`src/rtl/rieu_pkg.sv`:
```
// Package for the integer execute unit: payload words, opcodes, status codes.
// No dependencies.
package rieu_pkg;

  localparam int MEM_BYTES_DEF = 4096;

  localparam logic [1:0] MODE_EXEC = 2'd0;
  localparam logic [1:0] MODE_PRELOAD = 2'd1;
  localparam logic [1:0] MODE_SETPC = 2'd2;

  localparam logic [1:0] ST_OK = 2'd0;
  localparam logic [1:0] ST_ILLEGAL = 2'd1;
  localparam logic [1:0] ST_BADADDR = 2'd2;
  localparam logic [1:0] ST_SYSCALL = 2'd3;

  localparam logic [5:0] OP_SPECIAL = 6'h00;
  localparam logic [5:0] OP_J = 6'h02;
  localparam logic [5:0] OP_JAL = 6'h03;
  localparam logic [5:0] OP_BEQ = 6'h04;
  localparam logic [5:0] OP_BNE = 6'h05;
  localparam logic [5:0] OP_ADDIU = 6'h09;
  localparam logic [5:0] OP_SLTI = 6'h0A;
  localparam logic [5:0] OP_SLTIU = 6'h0B;
  localparam logic [5:0] OP_ANDI = 6'h0C;
  localparam logic [5:0] OP_ORI = 6'h0D;
  localparam logic [5:0] OP_XORI = 6'h0E;
  localparam logic [5:0] OP_LUI = 6'h0F;
  localparam logic [5:0] OP_LB = 6'h20;
  localparam logic [5:0] OP_LH = 6'h21;
  localparam logic [5:0] OP_LW = 6'h23;
  localparam logic [5:0] OP_LBU = 6'h24;
  localparam logic [5:0] OP_LHU = 6'h25;
  localparam logic [5:0] OP_SB = 6'h28;
  localparam logic [5:0] OP_SH = 6'h29;
  localparam logic [5:0] OP_SW = 6'h2B;

  localparam logic [5:0] FN_SLL = 6'h00;
  localparam logic [5:0] FN_SRL = 6'h02;
  localparam logic [5:0] FN_SRA = 6'h03;
  localparam logic [5:0] FN_JR = 6'h08;
  localparam logic [5:0] FN_JALR = 6'h09;
  localparam logic [5:0] FN_SYSCALL = 6'h0C;
  localparam logic [5:0] FN_MFHI = 6'h10;
  localparam logic [5:0] FN_MFLO = 6'h12;
  localparam logic [5:0] FN_MULT = 6'h18;
  localparam logic [5:0] FN_MULTU = 6'h19;
  localparam logic [5:0] FN_ADDU = 6'h21;
  localparam logic [5:0] FN_SUBU = 6'h23;
  localparam logic [5:0] FN_AND = 6'h24;
  localparam logic [5:0] FN_OR = 6'h25;
  localparam logic [5:0] FN_XOR = 6'h26;
  localparam logic [5:0] FN_NOR = 6'h27;
  localparam logic [5:0] FN_SLT = 6'h2A;
  localparam logic [5:0] FN_SLTU = 6'h2B;

  localparam logic [31:0] PC_REGION_MASK = 32'hF000_0000;

  typedef struct packed {
    logic [1:0]  mode;
    logic [31:0] instr_word;
    logic [11:0] preload_addr;
    logic [31:0] preload_data;
  } in_word_t;

  typedef struct packed {
    logic [1:0]  status;
    logic [31:0] next_pc;
    logic        reg_write_en;
    logic [4:0]  reg_index;
    logic [31:0] reg_value;
    logic        store_en;
    logic [11:0] store_addr;
    logic [31:0] store_data;
    logic [2:0]  store_size;
  } out_word_t;

  // Operation class chosen by the front end
  typedef enum logic [3:0] {
    K_NOP, K_PRELOAD, K_SETPC, K_ILLEGAL, K_SYSCALL, K_ALU, K_MULT,
    K_JUMP, K_BRANCH, K_LOAD, K_STORE
  } kind_t;

  // Decoded word handed from front to back
  typedef struct packed {
    kind_t       kind;
    logic [31:0] instr_word;
    logic [11:0] preload_addr;
    logic [31:0] preload_data;
  } dec_word_t;

endpackage

```
`src/rtl/rieu_front.sv`:
```
// Front end: accepts input words, classifies them, pushes into a two-entry queue.
// Depends on rieu_pkg.
module rieu_front import rieu_pkg::*; (
  input  logic      clk,
  input  logic      rst_n,
  input  logic      in_valid,
  output logic      in_ready,
  input  in_word_t  in_data,
  output logic      q_valid,
  input  logic      q_pop,
  output dec_word_t q_data
);

  dec_word_t   q_mem_r [2];
  logic        wp_r, rp_r;
  logic [1:0]  cnt_r;
  dec_word_t   dec;
  logic [5:0]  op, fn;
  logic        push;

  assign op = in_data.instr_word[31:26];
  assign fn = in_data.instr_word[5:0];

  // Classify the word
  always_comb begin
    dec.instr_word = in_data.instr_word;
    dec.preload_addr = in_data.preload_addr;
    dec.preload_data = in_data.preload_data;
    dec.kind = K_NOP;
    case (in_data.mode)
      MODE_PRELOAD: dec.kind = K_PRELOAD;
      MODE_SETPC:   dec.kind = K_SETPC;
      MODE_EXEC: begin
        if (op == OP_SPECIAL) begin
          case (fn) inside
            FN_SYSCALL: dec.kind = K_SYSCALL;
            FN_MULT, FN_MULTU: dec.kind = K_MULT;
            FN_JR: dec.kind = K_JUMP;
            FN_AND, FN_OR, FN_XOR, FN_NOR, FN_ADDU, FN_SUBU, FN_SLT, FN_SLTU,
            FN_SLL, FN_SRL, FN_SRA, FN_JALR, FN_MFHI, FN_MFLO: dec.kind = K_ALU;
            default: dec.kind = K_ILLEGAL;
          endcase
        end else begin
          case (op) inside
            OP_J, OP_JAL: dec.kind = K_JUMP;
            OP_BEQ, OP_BNE: dec.kind = K_BRANCH;
            OP_ADDIU, OP_SLTI, OP_SLTIU, OP_ANDI, OP_ORI, OP_XORI, OP_LUI:
              dec.kind = K_ALU;
            OP_LB, OP_LH, OP_LW, OP_LBU, OP_LHU: dec.kind = K_LOAD;
            OP_SB, OP_SH, OP_SW: dec.kind = K_STORE;
            default: dec.kind = K_ILLEGAL;
          endcase
        end
      end
      default: dec.kind = K_NOP;
    endcase
  end

  assign in_ready = (cnt_r != 2'd2);
  assign push = in_valid && in_ready;
  assign q_valid = (cnt_r != 2'd0);
  assign q_data = q_mem_r[rp_r];

  // Queue storage
  always_ff @(posedge clk) begin
    if (push) begin
      q_mem_r[wp_r] <= dec;
    end
  end

  // Queue pointers
  always_ff @(posedge clk) begin
    if (!rst_n) begin
      wp_r <= 1'b0;
      rp_r <= 1'b0;
      cnt_r <= 2'd0;
    end else begin
      if (push) wp_r <= ~wp_r;
      if (q_pop) rp_r <= ~rp_r;
      cnt_r <= cnt_r + {1'b0, push} - {1'b0, q_pop};
    end
  end

  a_no_pop_empty: assert property (@(posedge clk) disable iff (!rst_n)
    q_pop |-> q_valid) else $error("pop from empty queue");
  a_cnt_range: assert property (@(posedge clk) disable iff (!rst_n)
    cnt_r != 2'd3) else $error("queue count out of range");
  a_full_stall: assert property (@(posedge clk) disable iff (!rst_n)
    (cnt_r == 2'd2) |-> !in_ready) else $error("accept while full");

endmodule

```
`config.mk`:
```
export PLATFORM = sky130hd
export DESIGN_NAME = rieu_front
export DESIGN_NICKNAME = d
export VERILOG_FILES = /design/src/rtl/rieu_pkg.sv /design/src/rtl/rieu_front.sv
export SDC_FILE = /design/constraint.sdc
export NUM_CORES = 1
export LEC_CHECK = 0
export BUFFER_PORTS_ARGS = -buffer_cell sky130_fd_sc_hd__buf_2
export CAP_MARGIN = 20
export CELL_PAD_IN_SITES_DETAIL_PLACEMENT = 1
export CELL_PAD_IN_SITES_GLOBAL_PLACEMENT = 1
export CORE_AREA = 2 2 123 125
export CTS_CLUSTER_DIAMETER = 200
export DETAILED_ROUTE_END_ITERATION = 8
export DIE_AREA = 0 0 125 127
export HOLD_SLACK_MARGIN = 0.1
export PLACE_DENSITY_LB_ADDON = 0.1
export SLEW_MARGIN = 20
export SYNTH_ARGS = -nofsm -noshare
export SYNTH_HDL_FRONTEND = slang
export SYNTH_SLANG_ARGS = --single-unit
```
`constraint.sdc`:
```
create_clock -name clk -period 5.6 [get_ports clk]
set_input_delay 0.84 -clock clk [delete_from_list [all_inputs] [get_ports clk]]
set_output_delay 0.84 -clock clk [all_outputs]
set_load 0.005 [all_outputs]
```
==> flow_summary.toml <==
[critical_path]
r2r_start = "cnt_r[0]"
crit_family = "flip-flops"
path_class = "reg2out"
path_max_fanout = 54
worstPathArrival_ns = 1.93
cpMaxStageDelayCell = "dfxtp_4"
crit_chain = "buf_16, mux2_2, buf_2"
r2r_end = "q_mem_r[0][6]"
timing.critical_path.buf_inv = 2
required_ns = 4.76
r2r_cells = 4
regToRegSetupSlack_ns = 3.22
worstSetupEndpointType = "output port"
critPathMaxStageDelay_ns = 0.62
critPathLaunchType = "register"

[synthesis]
synth.distinct_cells = 38
avgSynthCellArea_um2 = 19.5
seq_area_frac_synth = 0.781
netlist_instances = 322
synth_top_cell_area_share = 0.765
async_reset_ff_frac = 0
yosys.area.top_type = "edfxtp_1"
syn_area_um2 = 6280
synth_warnings = 0
synth-edff-count = 160
syn-num-nets = 406
yosys-top-cells-area = "edfxtp_1 (76%), mux2_2 (14%), dfxtp_1 (1.6%), and2_1 (0.50%), nor2_1 (0.48%)"
synth-seq-cells = 165
synth_flop_cell = "edfxtp_1"

[final_layout]
drive_above_1_share = 0.551
area_growth_syn_to_layout_pct = 26.7
num-nets-final = 581
n_fill_cell = 1378
postLayoutCoreUtil = 0.552
n_antenna_cell = 0
seq_area_um2 = 4910
multi_input_area_um2 = 1330

[worst_hold_path]
hold_start = "rp_r"
min_path_cells = 2
min_path_type = "reg2reg"

[cts]
cts_buffers = 17
cts-htree-levels = 4
cts_setup_buffers = 0
cts-root-buf = "clkbuf_16"
cts_resized = 0
path_clk_slew_ns = 0.06
clk_latency_ns = 0.41
cts.sink_count = 165
clockBufferDepth = 2
tritoncts = "built"
ctsHoldBuffers = 0

[floorplanning]
core_um2 = 14400
num_rows = 44
dieArea_um2 = 15900
io_pins = 164
die_h_um = 127
die_w_um = 125
start_util = 0.436

[timing]
tightest_slew_ns = 0.786
fin_crit_sh = 0.495
finalSetupViolations = 0
tns_ns = 0
post-route-min-period_ns = 2.77
rsz0062_at_grt = "no"
maxSlewViolCount = 0
fmax_mhz = 361
fin_skew_ns = 0.00543
relSlewSlack = 0.476
hold_viol = 0

[run_status]
status = "completed"

[routing]
vias = 3482
remaining_drc_errors = 0
drt-initial-drc-count = 144
avgViaCountPerCell = 5.02
dr.pass1.iters = 4
drt-total-wl_mm = 12.8
wl_per_cell_um = 18.4
ant_nets = 0

[placed_design]
hpwl_mm = 8.05
gp_congestion = 0.705
io_buffers = 163

[global_routing]
grt_util_all_layers = 0.166
grt_pass1_wl_mm = 20.0
antenna_found_initial = 1
grt_max_degree = 81
grt_pass1_vias = 3744
grt_overflow = 0

[power]
vdd_drop_max_uv = 179
p_leak_nw = 2.95
finalPower_w = 0.00325
p_per_area_nw_per_um2 = 408

[job]
max-cap-violations = 0
## cell usage in the layout, fill, tap and decap left out, types with 5 or more instances in the layout
| master | count |
|---|---|
| edfxtp_1 | 160 |
| a21oi_1 | 5 |
| nor2_1 | 7 |
| mux2_2 | 80 |
| clkbuf_16 | 17 |
| buf_2 | 163 |
| and2_1 | 5 |
## flip-flops by register name, indices dropped and copies added, names as in the netlist, named ones only
| signal | cells |
|---|---|
| cnt_r | 2 |
| wp_r | 1 |
| rp_r | 1 |
| q_mem_r | 160 |
## cells by family (layout without fill, tap and decap cells)
family,count (synthesis),after routing,synth area share
buffers and inverters,14,202,0.00936
flip-flops,165,165,0.781
adder cells (fa/ha/maj),2,2,0.00398
XOR/XNOR,3,3,0.00418
AO/OA/AOI/OAI,21,21,0.0219
multiplexers,82,82,0.147
AND/OR/NAND/NOR,35,35,0.0333
## synth_stat cells (2+ instances only)
cell,count
edfxtp_1,160
mux2_2,80
nor2_1,8
a21oi_1,5
and2_1,5
buf_2,5
clkbuf_1,5
dfxtp_1,5
inv_1,4
nor2b_1,4
o21ai_0,4
nand2b_1,3
nor3_1,3
a211oi_1,2
ha_1,2
mux2i_1,2
nand3_1,2
nor3b_1,2
xnor2_1,2
## final cells by class
class,instances,share of cell area
flip-flops and latches,165,0.617
multi-input cells,143,0.167
repair buffers,166,0.108
clock buffers,18,0.0539
well taps,184,0.0289
clock inverters,14,0.0233
inverters,4,0.00189
## how the worst max path moves through the flow
stage / start / end / slack [ns] / cells after the start
floorplan: in_valid / q_mem_r[0][0] / 0.80 / 2
finish: register / q_data[13] / 2.83 / 3
detailed placement: in_valid / q_mem_r[0][29] / 2.75 / 4
global route: register / q_data[13] / 2.73 / 3
global placement: in_valid / q_mem_r[0][69] / 2.79 / 4
CTS: register / q_data[74] / 2.60 / 2
## worst reg2reg max path: stages (launching register included)
cell      delay, ns
dfxtp_1        0.35
nand2b_1       0.16
nand2_1        0.13
nor2_4         0.58
buf_4          0.74
## where the power goes
part | switching [W] | leakage [nW] | internal, W
clock network | 0.000453 | 0.290 | 0.000742
registers | 0.0000471 | 1.54 | 0.00155
logic | 0.000241 | 1.12 | 0.000216
total | 0.000741 | 2.95 | 0.00251
## per-layer routing
metal	wire [um]	global-route usage	vias up
li1	-	-	1622
met1	5290	0.203	1732
met2	6470	0.274	105
met3	736	0.0570	21
met4	241	0.0667	2
met5	16	0	-
## through the flow
step,worst slack (ns),hold slack (ns),instance area (um^2),instances
finish,2.83,0.587,7960,694
global route,2.73,0.590,7960,694
CTS,2.60,0.592,7930,693
detailed placement,2.75,0.589,7320,661
global placement,2.79,0.559,7320,661
floorplan,0.801,0.542,6280,322
(Power assumes the default switching activity.)
